<file path="src/rtl/core/evcp_pkg.sv">
`timescale 1ns / 1ps
`default_nettype none
package evcp_pkg;

  localparam int unsigned SLEEP_TIMEOUT_MS_DEF = 3000;
  localparam int unsigned DUTY_FULL_DEF        = 255;

  localparam int unsigned CFG_IDX_W  = 3;
  localparam int unsigned CFG_DATA_W = 16;

  localparam logic [CFG_IDX_W-1:0] CFG_THRESH_A_B    = 3'd0;
  localparam logic [CFG_IDX_W-1:0] CFG_THRESH_B_C    = 3'd1;
  localparam logic [CFG_IDX_W-1:0] CFG_THRESH_C_D    = 3'd2;
  localparam logic [CFG_IDX_W-1:0] CFG_DELAY_TO_A    = 3'd3;
  localparam logic [CFG_IDX_W-1:0] CFG_DELAY_OTHER   = 3'd4;
  localparam logic [CFG_IDX_W-1:0] CFG_DUTY_LOW      = 3'd5;
  localparam logic [CFG_IDX_W-1:0] CFG_DUTY_MID      = 3'd6;
  localparam logic [CFG_IDX_W-1:0] CFG_DUTY_BOOST    = 3'd7;

  localparam logic [11:0] THRESH_A_B_RST   = 12'd3000;
  localparam logic [11:0] THRESH_B_C_RST   = 12'd2500;
  localparam logic [11:0] THRESH_C_D_RST   = 12'd2000;
  localparam logic [15:0] DELAY_TO_A_RST   = 16'd100;
  localparam logic [15:0] DELAY_OTHER_RST  = 16'd100;
  localparam logic [7:0]  DUTY_LOW_RST     = 8'd34;
  localparam logic [7:0]  DUTY_MID_RST     = 8'd68;
  localparam logic [7:0]  DUTY_BOOST_RST   = 8'd128;

  localparam logic [1:0] ACT_UPDATE = 2'd0;
  localparam logic [1:0] ACT_ENABLE = 2'd1;
  localparam logic [1:0] ACT_SPEED  = 2'd2;

  typedef enum logic [1:0] {
    ST_A     = 2'd0,
    ST_B     = 2'd1,
    ST_C     = 2'd2,
    ST_SLEEP = 2'd3
  } cp_state_t;

  typedef struct packed {
    logic [1:0]  action;
    logic [31:0] time_ms;
    logic [11:0] pilot_peak;
    logic        button_low;
    logic        button_mid;
    logic        button_boost;
    logic        enable_value;
    logic [7:0]  speed_value;
  } in_item_t;

  typedef struct packed {
    logic [7:0] pwm_duty;
    logic       relay_on;
    logic [1:0] state_code;
    logic       changed;
    logic [1:0] prior_state;
    logic       released_by_timeout;
  } out_item_t;

  typedef struct packed {
    logic [11:0] thresh_a_b;
    logic [11:0] thresh_b_c;
    logic [11:0] thresh_c_d;
    logic [15:0] delay_to_a_ms;
    logic [15:0] delay_other_ms;
    logic [7:0]  duty_low_rate;
    logic [7:0]  duty_mid_rate;
    logic [7:0]  duty_boost_rate;
  } cfg_t;

  typedef struct packed {
    cp_state_t   current_state;
    cp_state_t   measured_state;
    cp_state_t   last_seen_state;
    cp_state_t   pending_state;
    logic [31:0] pending_start_ms;
    logic [31:0] sleep_start_ms;
    logic [7:0]  charge_duty;
    logic        charge_enabled;
    logic [7:0]  duty_out;
    logic        relay_state;
  } cp_ctx_t;

endpackage
`default_nettype wire

</file>
<file path="src/rtl/core/evcp_step.sv">
`timescale 1ns / 1ps
`default_nettype none
module evcp_step import evcp_pkg::*; #(
  parameter int unsigned SLEEP_TIMEOUT_MS = SLEEP_TIMEOUT_MS_DEF,
  parameter int unsigned DUTY_FULL        = DUTY_FULL_DEF
) (
  input  cp_ctx_t   ctx_i,
  input  cfg_t      cfg_i,
  input  in_item_t  item_i,
  output cp_ctx_t   ctx_o,
  output out_item_t res_o
);

  localparam logic [31:0] SLEEP_TO = 32'(SLEEP_TIMEOUT_MS);
  localparam logic [7:0]  FULL     = 8'(DUTY_FULL);

  always_comb begin
    cp_ctx_t     s;
    cp_state_t   cls;
    cp_state_t   prior;
    logic        chg;
    logic        by_to;
    logic        rel;
    logic [7:0]  nd;
    logic [15:0] dly;

    s     = ctx_i;
    prior = ctx_i.current_state;
    chg   = 1'b0;
    by_to = 1'b0;

    cls = ctx_i.measured_state;
    if (item_i.pilot_peak >= cfg_i.thresh_a_b) begin
      cls = ST_A;
    end else if (item_i.pilot_peak >= cfg_i.thresh_b_c) begin
      cls = ST_B;
    end else if (item_i.pilot_peak >= cfg_i.thresh_c_d) begin
      cls = ST_C;
    end
    rel = item_i.pilot_peak >= cfg_i.thresh_b_c;

    nd = ctx_i.charge_duty;
    if (item_i.button_low) begin
      nd = cfg_i.duty_low_rate;
    end else if (item_i.button_mid) begin
      nd = cfg_i.duty_mid_rate;
    end else if (item_i.button_boost) begin
      nd = cfg_i.duty_boost_rate;
    end
    dly = (cls == ST_A) ? cfg_i.delay_to_a_ms : cfg_i.delay_other_ms;

    unique case (item_i.action)
      ACT_UPDATE: begin
        s.measured_state = cls;
        if (ctx_i.current_state == ST_SLEEP) begin
          if (rel || ((item_i.time_ms - ctx_i.sleep_start_ms) >= SLEEP_TO)) begin
            s.relay_state   = 1'b0;
            s.current_state = ST_B;
            chg             = 1'b1;
            by_to           = !rel;
          end
        end else begin
          s.charge_duty = nd;
          // duty only follows a button press that actually changes the rate
          if ((ctx_i.current_state == ST_C) && (nd != ctx_i.charge_duty)) begin
            s.duty_out = nd;
          end
          if (cls != ctx_i.current_state) begin
            if (cls != ctx_i.last_seen_state) begin
              s.last_seen_state = cls;
              if (cls != ctx_i.pending_state) begin
                s.pending_start_ms = item_i.time_ms;
                s.pending_state    = cls;
              end
            end else if (cls == ctx_i.pending_state) begin
              if ((item_i.time_ms - ctx_i.pending_start_ms) >= {16'd0, dly}) begin
                chg = 1'b1;
                if (cls == ST_A) begin
                  s.relay_state   = 1'b0;
                  s.duty_out      = FULL;
                  s.current_state = ST_A;
                end else if (cls == ST_B) begin
                  s.relay_state   = 1'b0;
                  s.duty_out      = ctx_i.charge_enabled ? nd : FULL;
                  s.current_state = ST_B;
                end else begin
                  s.relay_state   = ctx_i.charge_enabled;
                  s.duty_out      = ctx_i.charge_enabled ? nd : FULL;
                  s.current_state = ST_C;
                end
              end
            end else begin
              s.pending_start_ms = item_i.time_ms;
              s.pending_state    = cls;
            end
          end
        end
      end
      ACT_ENABLE: begin
        if (item_i.enable_value != ctx_i.charge_enabled) begin
          s.charge_enabled = item_i.enable_value;
          if (!item_i.enable_value) begin
            if (ctx_i.current_state == ST_C) begin
              s.duty_out       = FULL;
              s.sleep_start_ms = item_i.time_ms;
              s.current_state  = ST_SLEEP;
            end else if (ctx_i.current_state == ST_B) begin
              s.duty_out = FULL;
            end
          end else if (ctx_i.current_state == ST_SLEEP) begin
            s.duty_out      = ctx_i.charge_duty;
            s.relay_state   = 1'b0;
            s.current_state = ST_B;
          end else if (ctx_i.current_state == ST_B) begin
            s.duty_out = ctx_i.charge_duty;
          end else if (ctx_i.current_state == ST_C) begin
            s.duty_out    = ctx_i.charge_duty;
            s.relay_state = 1'b1;
          end
        end
      end
      ACT_SPEED: begin
        s.charge_duty = item_i.speed_value;
        if (ctx_i.current_state == ST_C) begin
          s.duty_out = item_i.speed_value;
        end
      end
      default: begin
      end
    endcase

    if (!chg) begin
      prior = s.current_state;
    end

    ctx_o                     = s;
    res_o.pwm_duty            = s.duty_out;
    res_o.relay_on            = s.relay_state;
    res_o.state_code          = s.current_state;
    res_o.changed             = chg;
    res_o.prior_state         = prior;
    res_o.released_by_timeout = by_to;
  end

endmodule
`default_nettype wire

</file>
<file path="src/rtl/core/ev_charger_pilot_state_machine_top.sv">
// Pipeline: an accepted item passes through the input register, then the result
//   register; out_stall holds the result register and can stall the input.
// Throughput: one transaction per cycle while out_stall is low; the input register
//   refills, if empty, while a result waits under out_stall.
// Reset: synchronous active-low rst_n; registers return to defaults, pilot
//   state to A, duty constant high, relay open, pipeline empty.
`timescale 1ns / 1ps
`default_nettype none
module ev_charger_pilot_state_machine_top import evcp_pkg::*; #(
  parameter int unsigned SLEEP_TIMEOUT_MS = SLEEP_TIMEOUT_MS_DEF,
  parameter int unsigned DUTY_FULL        = DUTY_FULL_DEF
) (
  input  wire logic                  clk,
  input  wire logic                  rst_n,
  input  wire logic                  in_valid,
  output logic                       in_stall,
  input  wire in_item_t              in_data,
  output logic                       out_valid,
  input  wire logic                  out_stall,
  output out_item_t                  out_data,
  input  wire logic                  cfg_we,
  input  wire logic [CFG_IDX_W-1:0]  cfg_index,
  input  wire logic [CFG_DATA_W-1:0] cfg_data
);

  in_item_t  in_r;
  logic      in_valid_r;
  out_item_t out_r;
  logic      out_valid_r;
  cfg_t      cfg_r;
  cp_ctx_t   ctx_r;
  cp_ctx_t   ctx_nxt;
  out_item_t res_nxt;
  logic      advance;
  logic      in_take;

  assign advance   = in_valid_r && (!out_valid_r || !out_stall);
  assign in_stall  = in_valid_r && !advance;
  assign in_take   = in_valid && !in_stall;
  assign out_valid = out_valid_r;
  assign out_data  = out_r;

  evcp_step #(
    .SLEEP_TIMEOUT_MS(SLEEP_TIMEOUT_MS),
    .DUTY_FULL       (DUTY_FULL)
  ) u_step (
    .ctx_i (ctx_r),
    .cfg_i (cfg_r),
    .item_i(in_r),
    .ctx_o (ctx_nxt),
    .res_o (res_nxt)
  );

  always_ff @(posedge clk) begin
    if (!rst_n) begin
      in_valid_r  <= 1'b0;
      out_valid_r <= 1'b0;
      ctx_r.current_state    <= ST_A;
      ctx_r.measured_state   <= ST_A;
      ctx_r.last_seen_state  <= ST_A;
      ctx_r.pending_state    <= ST_A;
      ctx_r.pending_start_ms <= '0;
      ctx_r.sleep_start_ms   <= '0;
      ctx_r.charge_duty      <= '0;
      ctx_r.charge_enabled   <= 1'b1;
      ctx_r.duty_out         <= 8'(DUTY_FULL);
      ctx_r.relay_state      <= 1'b0;
    end else begin
      if (in_take) begin
        in_valid_r <= 1'b1;
      end else if (advance) begin
        in_valid_r <= 1'b0;
      end
      if (advance) begin
        out_valid_r <= 1'b1;
        ctx_r       <= ctx_nxt;
      end else if (!out_stall) begin
        out_valid_r <= 1'b0;
      end
    end
  end

  always_ff @(posedge clk) begin
    if (in_take) begin
      in_r <= in_data;
    end
    if (advance) begin
      out_r <= res_nxt;
    end
  end

  always_ff @(posedge clk) begin
    if (!rst_n) begin
      cfg_r.thresh_a_b      <= THRESH_A_B_RST;
      cfg_r.thresh_b_c      <= THRESH_B_C_RST;
      cfg_r.thresh_c_d      <= THRESH_C_D_RST;
      cfg_r.delay_to_a_ms   <= DELAY_TO_A_RST;
      cfg_r.delay_other_ms  <= DELAY_OTHER_RST;
      cfg_r.duty_low_rate   <= DUTY_LOW_RST;
      cfg_r.duty_mid_rate   <= DUTY_MID_RST;
      cfg_r.duty_boost_rate <= DUTY_BOOST_RST;
    end else if (cfg_we) begin
      unique case (cfg_index)
        CFG_THRESH_A_B:  cfg_r.thresh_a_b      <= cfg_data[11:0];
        CFG_THRESH_B_C:  cfg_r.thresh_b_c      <= cfg_data[11:0];
        CFG_THRESH_C_D:  cfg_r.thresh_c_d      <= cfg_data[11:0];
        CFG_DELAY_TO_A:  cfg_r.delay_to_a_ms   <= cfg_data;
        CFG_DELAY_OTHER: cfg_r.delay_other_ms  <= cfg_data;
        CFG_DUTY_LOW:    cfg_r.duty_low_rate   <= cfg_data[7:0];
        CFG_DUTY_MID:    cfg_r.duty_mid_rate   <= cfg_data[7:0];
        CFG_DUTY_BOOST:  cfg_r.duty_boost_rate <= cfg_data[7:0];
        default: begin
        end
      endcase
    end
  end

`ifndef ASSERT_OFF
  a_stall_only_when_blocked: assert property (@(posedge clk) disable iff (!rst_n)
    in_stall |-> (out_valid_r && out_stall))
    else $error("input stalled while result stage can move");

  a_timeout_release: assert property (@(posedge clk) disable iff (!rst_n)
    (out_valid_r && out_r.released_by_timeout) |->
      (out_r.changed && (out_r.prior_state == ST_SLEEP) && (out_r.state_code == ST_B)))
    else $error("timeout release without sleep exit to B");

  a_relay_state: assert property (@(posedge clk) disable iff (!rst_n)
    (out_valid_r && out_r.relay_on) |->
      ((out_r.state_code == ST_C) || (out_r.state_code == ST_SLEEP)))
    else $error("relay closed outside state C or sleep");

  a_ctx_moves_with_result: assert property (@(posedge clk) disable iff (!rst_n)
    !advance |=> $stable(ctx_r))
    else $error("pilot state changed without a transaction");
`endif

endmodule
`default_nettype wire

</file>
<file path="config.mk">
export PLATFORM = sky130hd
export DESIGN_NAME = ev_charger_pilot_state_machine_top
export DESIGN_NICKNAME = d
export VERILOG_FILES = /design/src/rtl/core/evcp_pkg.sv /design/src/rtl/core/evcp_step.sv /design/src/rtl/core/ev_charger_pilot_state_machine_top.sv
export SDC_FILE = /design/constraint.sdc
export NUM_CORES = 1
export LEC_CHECK = 0
export ABC_AREA = 1
export BUFFER_PORTS_ARGS = -buffer_cell sky130_fd_sc_hd__buf_2
export CAP_MARGIN = 5
export CELL_PAD_IN_SITES_DETAIL_PLACEMENT = 1
export CELL_PAD_IN_SITES_GLOBAL_PLACEMENT = 1
export CORE_ASPECT_RATIO = 2
export CORE_MARGIN = 2
export CORE_UTILIZATION = 27
export DETAILED_ROUTE_END_ITERATION = 8
export PLACE_DENSITY = 0.53
export SYNTH_ARGS = -nofsm -noshare
export SYNTH_HDL_FRONTEND = slang
export SYNTH_SLANG_ARGS = --single-unit
</file>
<file path="constraint.sdc">
create_clock -name clk -period 4.8 [get_ports clk]
set_input_delay 0 -clock clk [delete_from_list [all_inputs] [get_ports clk]]
set_output_delay 0 -clock clk [all_outputs]
set_load 0.05 [all_outputs]
</file>
==> qor.csv, run 1 <==
stage,metric,value,unit
global_route,grt_pass1_vias,17570,
clocking,tritoncts,yes,
logic_synthesis,syn_area,16950,um2
sta,clock_skew,0.02152,ns
layout,num-nets-final,2897,
worst_setup_path,path_class,reg -> reg,
worst_setup_path,path_common_cell,nand2_1,
sta,relSlewSlack,27.38,%
logic_synthesis,synth-seq-cells,257,
clocking,clock_latency,0.59,ns
worst_setup_path,crit_slowest_cell,edfxtp_1,
sta,setup_viol,0,
global_route,antenna_found_initial,1,
worst_setup_path,worstSetupEndpointType,flip-flop,
clocking,root_buffer,clkbuf_16,
sta,worst_pin_slew,1.062,ns
floorplan,fp.dieH,358.3,um
routing,drt-pass1-iter-count,5,
worst_setup_path,cp.required,5.14,ns
floorplan,placementRows,129,
clocking,cts_buffers,28,
global_route,grt_pass1_wl,99510,um
placed_design,hpwl,52910,um
worst_hold_path,hold_class,in -> reg,
routing,avgRoutedWirePerCell,18.53,um
worst_setup_path,cp-start-kind,flip-flop,
global_route,grt_max_degree,95,
clocking,clock_sinks,257,
global_route,grt_use_total,19.93,%
outcome,status,finished clean,
logic_synthesis,syn_nets,2728,
floorplan,core,61980,um2
logic_synthesis,ys.warnings.count,0,
power,ir_drop,0.2272,mV
power,p_per_area,299.4,nW/um2
routing,wirelength,64940,um
sta,timing.final.crit_share,90.83,%
worst_setup_path,cp.arrival,4.70,ns
worst_hold_path,hold_path_depth,5,
flow_run,maxCapViolations,0,
sta,rsz0062_at_grt,no,
layout,syn_to_final_growth,18.59,%
power,power,6.016,mW
placed_design,place_congestion,0.8431,
placed_design,port_buffers,98,
sta,tns,0,ns
clocking,cts.reportedPaths.clkPinSlew,0.06,ns
worst_setup_path,reg2reg_depth,29,
logic_synthesis,synthCells,2530,
routing,vias_per_cell,4.753,
power,p_leak,9.694,nW
sta,min_period,4.360,ns
routing,drc,0,
floorplan,pin_count,99,
logic_synthesis,ys_types,54,
clocking,htree_num_levels,1,
sta,fmax,0.2294,GHz
worst_setup_path,cp_num_cells,29,
logic_synthesis,syn_avg_cell_area,6.698,um2
layout,antenna_cells,0,
floorplan,die_width,181.1,um
global_route,gr-total-overflow,0,
worst_setup_path,path_delay_family,simple AND/OR/NAND/NOR gates,
logic_synthesis,ys_seq_area_share,34.67,%
floorplan,die_area,64900,um2
worst_setup_path,slowest_delay,0.44,ns
worst_setup_path,crit_fanout,17,
worst_setup_path,path_buf_inv,2,
floorplan,start_util,27.34,%
sta,finalMaxSlewViolations,0,
layout,drive_gt1_share,8.238,%
clocking,clockBufferDepth,3,
sta,finalHoldViolations,0,
routing,ant_nets,0,
routing,dr_total_vias,16660,
routing,drt_first_iter_violations,563,
cells in the mapped netlist, drive strengths merged:
cell / number / area [um2]
nor4: 2 / 12.51
o221a: 2 / 22.52
a21boi: 6 / 45.05
o21ai: 200 / 1027
ha: 114 / 1426
o221ai: 1 / 8.760
a2111oi: 1 / 8.760
o311ai: 3 / 26.28
and2: 5 / 31.28
xnor2: 6 / 52.55
nor3: 16 / 85.08
clkinv: 5 / 18.77
a22oi: 3 / 22.52
o31ai: 1 / 7.510
fa: 2 / 40.04
nand2: 727 / 2794
mux2i: 15 / 150.1
clkbuf: 42 / 157.7
nand3: 118 / 630.6
a21oi: 186 / 938.4
edfxtp: 73 / 2192
nand3b: 7 / 52.55
a21o: 2 / 15.01
o211ai: 23 / 192.7
o22ai: 6 / 37.54
buf: 20 / 123.9
dfxtp: 184 / 3684
or2: 1 / 6.260
nand4: 29 / 193.9
inv: 418 / 1569
o31a: 2 / 17.52
xor2: 20 / 175.2
nor2: 276 / 1077
and3: 2 / 12.51
a211oi: 4 / 30.03
o21bai: 8 / 60.06
registers in the layout, summed over array words and instances (netlist names):
name / flops
out_data: 15
out_valid: 1
ctx_r: 90
in_r: 58
cfg_r: 92
in_valid_r: 1
cell usage in the layout (no fill, tap or decap), drive strengths merged, types with 3 or more instances in the layout:
| cell | n |
|---|---|
| nand2 | 727 |
| inv | 419 |
| nor2 | 276 |
| o21ai | 200 |
| a21oi | 186 |
| dfxtp | 184 |
| nand3 | 118 |
| buf | 118 |
| ha | 114 |
| dlygate4sd3 | 83 |
| edfxtp | 73 |
| clkbuf | 43 |
| nand4 | 29 |
| o211ai | 23 |
| xor2 | 20 |
| nor3 | 16 |
| mux2i | 15 |
| clkinv | 9 |
| o21bai | 8 |
| nand3b | 7 |
| xnor2 | 6 |
| o22ai | 6 |
| a21boi | 6 |
| and2 | 5 |
| a211oi | 4 |
| o311ai | 3 |
| a22oi | 3 |
timing repair:
action                     in CTS  in global routing
hold endpoints to repair      152                  0
hold buffers                   83                  0
resized for setup               0                  1
setup buffers                   0                  5
setup endpoints to repair       0                  2
worst register-to-register path, delay by kind of cell (launching register included):
kind | cells | cell delay [ns]
AOI/OAI and AO/OA | 2 | 0.29
adders and majority gates | 2 | 0.61
and+or+nand+nor | 22 | 2.31
buffers and inverters | 2 | 0.24
DFF | 1 | 0.44
muxes | 1 | 0.25
final cells by class:
type	instances	area (um2)
Fill cell	7858	41890
Multi-Input combinational cell	1788	9210
Inverter	423	1588
Sequential cell	257	5876
Clock inverter	7	68.82
Clock buffer	43	869.6
Tap cell	786	983.4
Timing Repair Buffer	201	1499
per-stage QoR:
stage          hold WS [ns]  cell area [um2]  setup slack [ns]  util [%]  std cells
6_report            0.03203            20090            0.4400     32.42       3505
5_1_grt             0.07759            20090          0.007099     32.42       3505
4_1_cts           0.0006349            20040            0.2884     32.34       3500
3_5_place_dp         0.1788            18270            0.3213     29.48       3367
3_3_place_gp         0.1771            18270            0.3780     29.48       3367
2_1_floorplan       0.09887            16950            0.8996         -       2530
routing by layer:
layer | share of wire [%] | track usage [%] | wire (um)
met2 | 59 | 42.84 | 38090
met3 | 2.0 | 1.611 | 1289
met4 | 3.6 | 7.463 | 2364
met5 | 0 | 0 | 0
met1 | 36 | 19.02 | 23200
cells by family after synthesis:
group	count (synthesis)	synth area share, %
simple gates	1183	28.89
buf+inv	485	11.03
compound gates	448	14.52
flops	257	34.67
fa+ha+maj	116	8.654
xor+xnor	26	1.344
mux	15	0.8860
path summary, 6_finish.rpt:
kind         slack, ns      start          end
min               0.03     cfg_we    cfg_r[10]
max reg2reg       0.44   in_r[23]  out_data[1]
max               0.44   in_r[23]  out_data[1]
min reg2reg       0.46  ctx_r[29]    ctx_r[29]
power by group:
part	internal [mW]	switching, mW	total [mW]
combinational	0.469	0.895	1.36
sequential	2.33	0.0851	2.41
clock	1.29	0.944	2.24
total	4.09	1.92	6.02
Power figures use the tool's default switching activity.
==> inputs of run 2 (changes only) <==
--- a/config.mk
+++ b/config.mk
@@ -14,7 +14,7 @@
 export CORE_MARGIN = 2
 export CORE_UTILIZATION = 27
 export DETAILED_ROUTE_END_ITERATION = 8
-export PLACE_DENSITY = 0.53
+export PLACE_DENSITY = 0.55
 export SYNTH_ARGS = -nofsm -noshare
 export SYNTH_HDL_FRONTEND = slang
 export SYNTH_SLANG_ARGS = --single-unit
==> constraint.sdc (replaced) <==
create_clock -name clk -period 3.7 [get_ports clk]
set_input_delay 0 -clock clk [delete_from_list [all_inputs] [get_ports clk]]
set_output_delay 0 -clock clk [all_outputs]
set_load 0.05 [all_outputs]
==> run 2 against run 1 <==
- the flow now finishes with violations (setup timing)
- sequential cell count stayed put
- non-clock buffer count is 130 higher
- design area up 6.5%
- critical path depth stayed put
- clock skew rose by 0.0066 ns
- clock power grew 25%
- routed wire length rose by 2.4%
- power increased by 32%
- sequential power up 29%
- worst setup slack worse by 0.88 ns
- die area is the same
==> qor.csv, run 2 (synthesis results as in run 1) <==
stage,metric,value,unit
outcome,status,finished with violations,
outcome,failed_checks,setup timing,
power,power,7.949,mW
power,p_leak,10.33,nW
power,ir_drop,0.2960,mV
floorplan,fp.dieH,358.3,um
clocking,cts.reportedPaths.clkPinSlew,0.07,ns
sta,finalHoldViolations,0,
placed_design,hpwl,53790,um
routing,avgRoutedWirePerCell,18.29,um
sta,setup_viol,25,
floorplan,die_width,181.1,um
clocking,clock_sinks,257,
routing,drc,0,
routing,ant_nets,0,
floorplan,placementRows,129,
sta,fin_ws,-0.4371,ns
clocking,root_buffer,clkbuf_16,
layout,utilization,34.54,%
worst_hold_path,hold_start,cfg_index[2],
sta,relSlewSlack,39.60,%
placed_design,place_inst,3496,
layout,reg.largest.list,"cfg_r x92, ctx_r x90, in_r x58",
layout,regMostFlops,cfg_r,
worst_setup_path,cp.arrival,4.47,ns
routing,drt_first_iter_violations,629,
sta,fmax,0.2417,GHz
power,p_per_area,371.3,nW/um2
worst_setup_path,r2r_start,in_r[23],
routing,dr_total_vias,17260,
worst_setup_path,reg2reg_depth,29,
global_route,grt_pass1_vias,18770,
worst_hold_path,hold_path_depth,5,
layout,syn_to_final_growth,26.33,%
worst_setup_path,r2r_end,out_data[11],
placed_design,port_buffers,98,
layout,drive_gt1_share,14.32,%
global_route,grt_use_total,20.42,%
routing,drt-pass1-iter-count,4,
clocking,cts_buffers,27,
clocking,clockBufferDepth,3,
worst_setup_path,worstSetupEndpointType,flip-flop,
worst_setup_path,path_class,reg -> reg,
worst_setup_path,cp-start-kind,flip-flop,
worst_setup_path,crit_start,in_r[23],
routing,wirelength,66500,um
global_route,grt_pass1_wl,103100,um
worst_setup_path,crit_fanout,6,
floorplan,pin_count,99,
placed_design,place_congestion,0.8880,
worst_setup_path,cp-endpoint,out_data[11],
worst_setup_path,reg2reg_setup_slack,-0.44,ns
floorplan,core,61980,um2
sta,finalMaxSlewViolations,0,
sta,min_period,4.137,ns
sta,whs,0.02722,ns
floorplan,die_area,64900,um2
clocking,tritoncts,yes,
flow_run,maxCapViolations,0,
layout,final_cell_mix,"nand2_1, inv_1, nor2_1",
worst_hold_path,hold_class,in -> reg,
global_route,grt_max_degree,78,
floorplan,start_util,27.34,%
sta,worst_pin_slew,0.8832,ns
layout,layout_commonest_cell,nand2_1,
worst_setup_path,crit_slowest_cell,edfxtp_1,
layout,fin_cells,3636,
global_route,gr-total-overflow,0,
worst_setup_path,cp.required,4.03,ns
sta,rsz0062_at_grt,yes,
layout,largest_reg_flops,92,
clocking,htree_num_levels,1,
worst_setup_path,path_common_cell,nand2_1,
layout,num-nets-final,3027,
sta,clock_skew,0.02809,ns
worst_setup_path,slowest_delay,0.52,ns
routing,vias_per_cell,4.746,
clocking,clock_latency,0.60,ns
sta,timing.final.crit_share,111.8,%
global_route,antenna_found_initial,1,
==> run 2: changes by cell type in the layout (fill, tap and decap cells not counted), sizes merged <==
cell,previous run,this run
buf,118,249
clkbuf,43,40
clkinvlp,1,3
dlygate4sd3,83,81
clkinv,9,10
diode,0,1
nand2,727,728
==> run 2: cell type report <==
cell class / count / area (um2)
clock inverter: 10 / 97.59
multi-input combinational: 1789 / 9577
timing repair buffer: 331 / 2500
sequential: 257 / 5876
clock buffer: 39 / 783.3
fill: 7862 / 40570
inverter: 423 / 1588
antenna: 1 / 2.502
tap: 786 / 983.4
==> run 2: worst min path at each step <==
| stage | end | slack, ns |
|---|---|---|
| after global placement | in_r[44] | 0.18 |
| final | cfg_r[7] | 0.03 |
| after detailed placement | in_r[41] | 0.18 |
| after global routing | cfg_r[10] | 0.06 |
| after CTS | cfg_r[7] | 0.01 |
| after floorplan | in_r[0] | 0.1 |
==> run 2: per-layer routing <==
layer	vias up	part of all wire (%)	GRT usage, %
met5	-	0	0
met4	0	5.4	10.00
met3	124	2.0	1.611
met2	237	58	43.79
met1	8200	35	18.70
li1	8694	-	-
==> run 2: what timing repair did <==
item / CTS / global route
gates resized for setup: 17 / 50
buffers inserted: 4 / 3
endpoints found under the setup margin: 25 / 27
hold buffers: 81 / 0
pin swaps: 15 / 40
cloned: 1 / 1
endpoints found under the hold margin: 152 / 0
==> run 2: power breakdown <==
part	total, mW	leakage, nW	switching [mW]	internal (mW)
sequential	3.12	2.20	0.104	3.02
clock	2.81	0.425	1.26	1.55
combinational	2.02	7.70	1.25	0.769
==> run 2: stage by stage <==
stage | TNS, ns | setup slack, ns | instance area, um2
finish | -8.995 | -0.4371 | 21410
global route | -17.03 | -0.7491 | 21410
CTS | -8.132 | -0.3815 | 21080
detailed placement | -12.28 | -0.5525 | 19280
global placement | -9.301 | -0.4637 | 19280
floorplan | 0 | 0.004743 | 16970
==> run 2: worst max-delay path, delay by kind of cell (launching register included) <==
family	cells	cell delay (ns)
AND/OR/NAND/NOR	20	1.87
AO/OA/AOI/OAI	4	0.48
flip-flops	1	0.52
multiplexers	1	0.21
adder cells (fa/ha/maj)	2	0.55
buffers and inverters	2	0.22
==> inputs of run 3 (changes only) <==
--- a/config.mk
+++ b/config.mk
@@ -13,6 +13,7 @@
 export CORE_ASPECT_RATIO = 2
 export CORE_MARGIN = 2
 export CORE_UTILIZATION = 27
+export CTS_BUF_LIST = sky130_fd_sc_hd__clkbuf_8
 export DETAILED_ROUTE_END_ITERATION = 8
 export PLACE_DENSITY = 0.55
 export SYNTH_ARGS = -nofsm -noshare
==> run 3 against run 2 <==
- the run still ends with setup timing left
- clock power decreased by 3%
- global-route usage increased by 0.15 points
- fmax increased by 1.1%
- sequential power about the same
- die area is the same
- critical path type unchanged
- critical endpoint is now out_data[2]
- largest cell class unchanged
- largest power group unchanged
- highest routed layer unchanged
==> qor.csv, run 3 (synthesis results as in run 1) <==
stage,metric,value,unit
placed_design,hpwl,53790,um
worst_hold_path,holdPathEnd,cfg_r[91],
power,power,7.903,mW
global_route,grt_max_degree,78,
routing,ant_nets,0,
worst_setup_path,crit_fanout,6,
worst_setup_path,cp.required,4.05,ns
layout,num-nets-final,3052,
clocking,htree_num_levels,2,
worst_setup_path,cp.arrival,4.45,ns
worst_setup_path,r2r_end,out_data[2],
placed_design,place_inst,3496,
sta,min_period,4.091,ns
routing,drc,0,
worst_hold_path,hold_path_depth,6,
global_route,grt_use_total,20.58,%
routing,drt-met1-wl,23470,um
sta,finalMaxSlewViolations,0,
sta,timing.final.crit_share,110.6,%
clocking,cts.reportedPaths.clkPinSlew,0.07,ns
power,ir_drop,0.2347,mV
clocking,clock_sinks,257,
outcome,failed_checks,setup timing,
power,p_per_area,366.1,nW/um2
worst_hold_path,hold_class,in -> reg,
clocking,clock_latency,0.63,ns
worst_setup_path,cp-start-kind,flip-flop,
layout,fin_cells,3677,
floorplan,placementRows,129,
floorplan,pin_count,99,
routing,avgRoutedWirePerCell,18.27,um
clocking,root_buffer,clkbuf_8,
layout,largest_reg_flops,92,
layout,fillerInstances,7906,
routing,dr.max_layer_used,met4,
placed_design,port_buffers,98,
sta,worst_pin_slew,0.8960,ns
layout,final_cell_mix,"nand2_1, inv_1, nor2_1",
layout,layout_commonest_cell,nand2_1,
sta,setup_viol,25,
placed_design,place_congestion,0.8880,
worst_setup_path,r2r_start,in_r[23],
sta,fmax,0.2444,GHz
global_route,antenna_found_initial,2,
worst_setup_path,crit_start,in_r[23],
routing,drt_first_iter_violations,559,
layout,regMostFlops,cfg_r,
layout,drive_gt1_share,15.61,%
routing,wirelength,67190,um
floorplan,die_area,64900,um2
clocking,clockBufferDepth,3,
sta,finalHoldViolations,0,
sta,relSlewSlack,38.72,%
flow_run,maxCapViolations,0,
worst_setup_path,worstSetupEndpointType,flip-flop,
global_route,grt_pass1_vias,18890,
worst_setup_path,reg2reg_setup_slack,-0.39,ns
floorplan,core,61980,um2
sta,rsz0062_at_grt,yes,
layout,reg.largest.list,"cfg_r x92, ctx_r x90, in_r x58",
outcome,status,finished with violations,
worst_hold_path,hold_start,cfg_index[2],
routing,wl_met3,1365,um
global_route,grt_pass1_wl,103500,um
sta,clock_skew,0.04961,ns
sta,fin_ws,-0.3915,ns
worst_setup_path,reg2reg_depth,26,
clocking,cts_buffers,43,
floorplan,fp.dieH,358.3,um
clocking,tritoncts,yes,
floorplan,die_width,181.1,um
worst_setup_path,path_class,reg -> reg,
global_route,gr-total-overflow,0,
routing,dr_total_vias,17430,
routing,drt-pass1-iter-count,6,
floorplan,start_util,27.34,%
routing,dr_wl_met2,39120,um
power,p_leak,10.51,nW
layout,syn_to_final_growth,27.41,%
routing,vias_per_cell,4.740,
## run 3: changes by cell type in the layout (fill, tap and decap cells not counted), sizes merged
| cell | delta |
|---|---|
| clkbuf | +11 |
| diode | +1 |
| bufinv | +1 |
| clkinv | +4 |
| buf | +5 |
| inv | +18 |
| clkinvlp | -3 |
| dlygate4sd3 | +4 |
## run 3: what timing repair did
| action | 4_1_cts | 5_1_grt |
|---|---|---|
| cloned | 1 | 1 |
| hold buffers | 85 | 0 |
| pin swaps | 12 | 48 |
| endpoints found under the hold margin | 156 | 0 |
| setup endpoints to repair | 25 | 27 |
| resized for setup | 18 | 76 |
| setup buffers | 5 | 7 |
## run 3: critical path: stages (launching register included)
cell,delay (ns)
edfxtp_1,0.52
ha_4,0.30
a21o_1,0.18
nor2_2,0.19
nand4_4,0.13
nor2_4,0.17
nand2_4,0.10
nand2_8,0.12
mux2i_2,0.21
ha_1,0.29
a21oi_2,0.16
nor2_1,0.06
nor3_1,0.13
nand2_1,0.08
nand2_1,0.05
nand2_1,0.06
nand2_1,0.05
nand2_1,0.04
nor2_1,0.08
nand2_1,0.09
nor2_4,0.13
nand2_4,0.11
nand3_4,0.17
a21oi_2,0.09
nand2_2,0.12
buf_4,0.13
o21ai_1,0.06
## run 3: cell type report
type                       instances  area [um2]  area share [%]
antenna                            2       5.005         0.02318
clock buffer                      50       688.2           3.187
clock inverter                    30       205.2          0.9504
inverter                         423        1588           7.354
multi-input combinational       1789        9656           44.72
sequential                       257        5876           27.22
tap                              786       983.4           4.555
timing repair buffer             340        2589           11.99
## run 3: worst max path at each step
stage / cells after the start / slack (ns) / endpoint
floorplan: 29 / 0.005 / out_data[14]
global route: 30 / -0.69 / out_data[2]
detailed placement: 25 / -0.55 / out_data[6]
finish: 26 / -0.39 / out_data[2]
CTS: 27 / -0.38 / out_data[6]
global placement: 30 / -0.46 / out_data[1]
## run 3: report_power, final
part | switching (mW) | total, mW | internal (mW)
logic | 1.27 | 2.06 | 0.791
registers | 0.103 | 3.12 | 3.02
clock network | 1.32 | 2.72 | 1.39
total | 2.70 | 7.90 | 5.21
## run 3: metal layers
layer  global-route usage (%)  up-vias
li1                         -     8753
met1                    18.68     8311
met2                    44.50      239
met3                    1.854      127
met4                    9.301        0
met5                        0        -
## run 3: per-stage QoR
step / setup slack (ns) / area (um2) / hold slack [ns] / setup TNS [ns] / util [%]
finish: -0.3915 / 21590 / 0.04528 / -8.067 / 34.83
global placement: -0.4637 / 19280 / 0.1768 / -9.301 / 31.11
detailed placement: -0.5525 / 19280 / 0.1787 / -12.28 / 31.11
floorplan: 0.004743 / 16970 / 0.09887 / 0 / -
global route: -0.6912 / 21590 / 0.06627 / -15.71 / 34.83
CTS: -0.3848 / 21140 / 0.01503 / -8.055 / 34.11
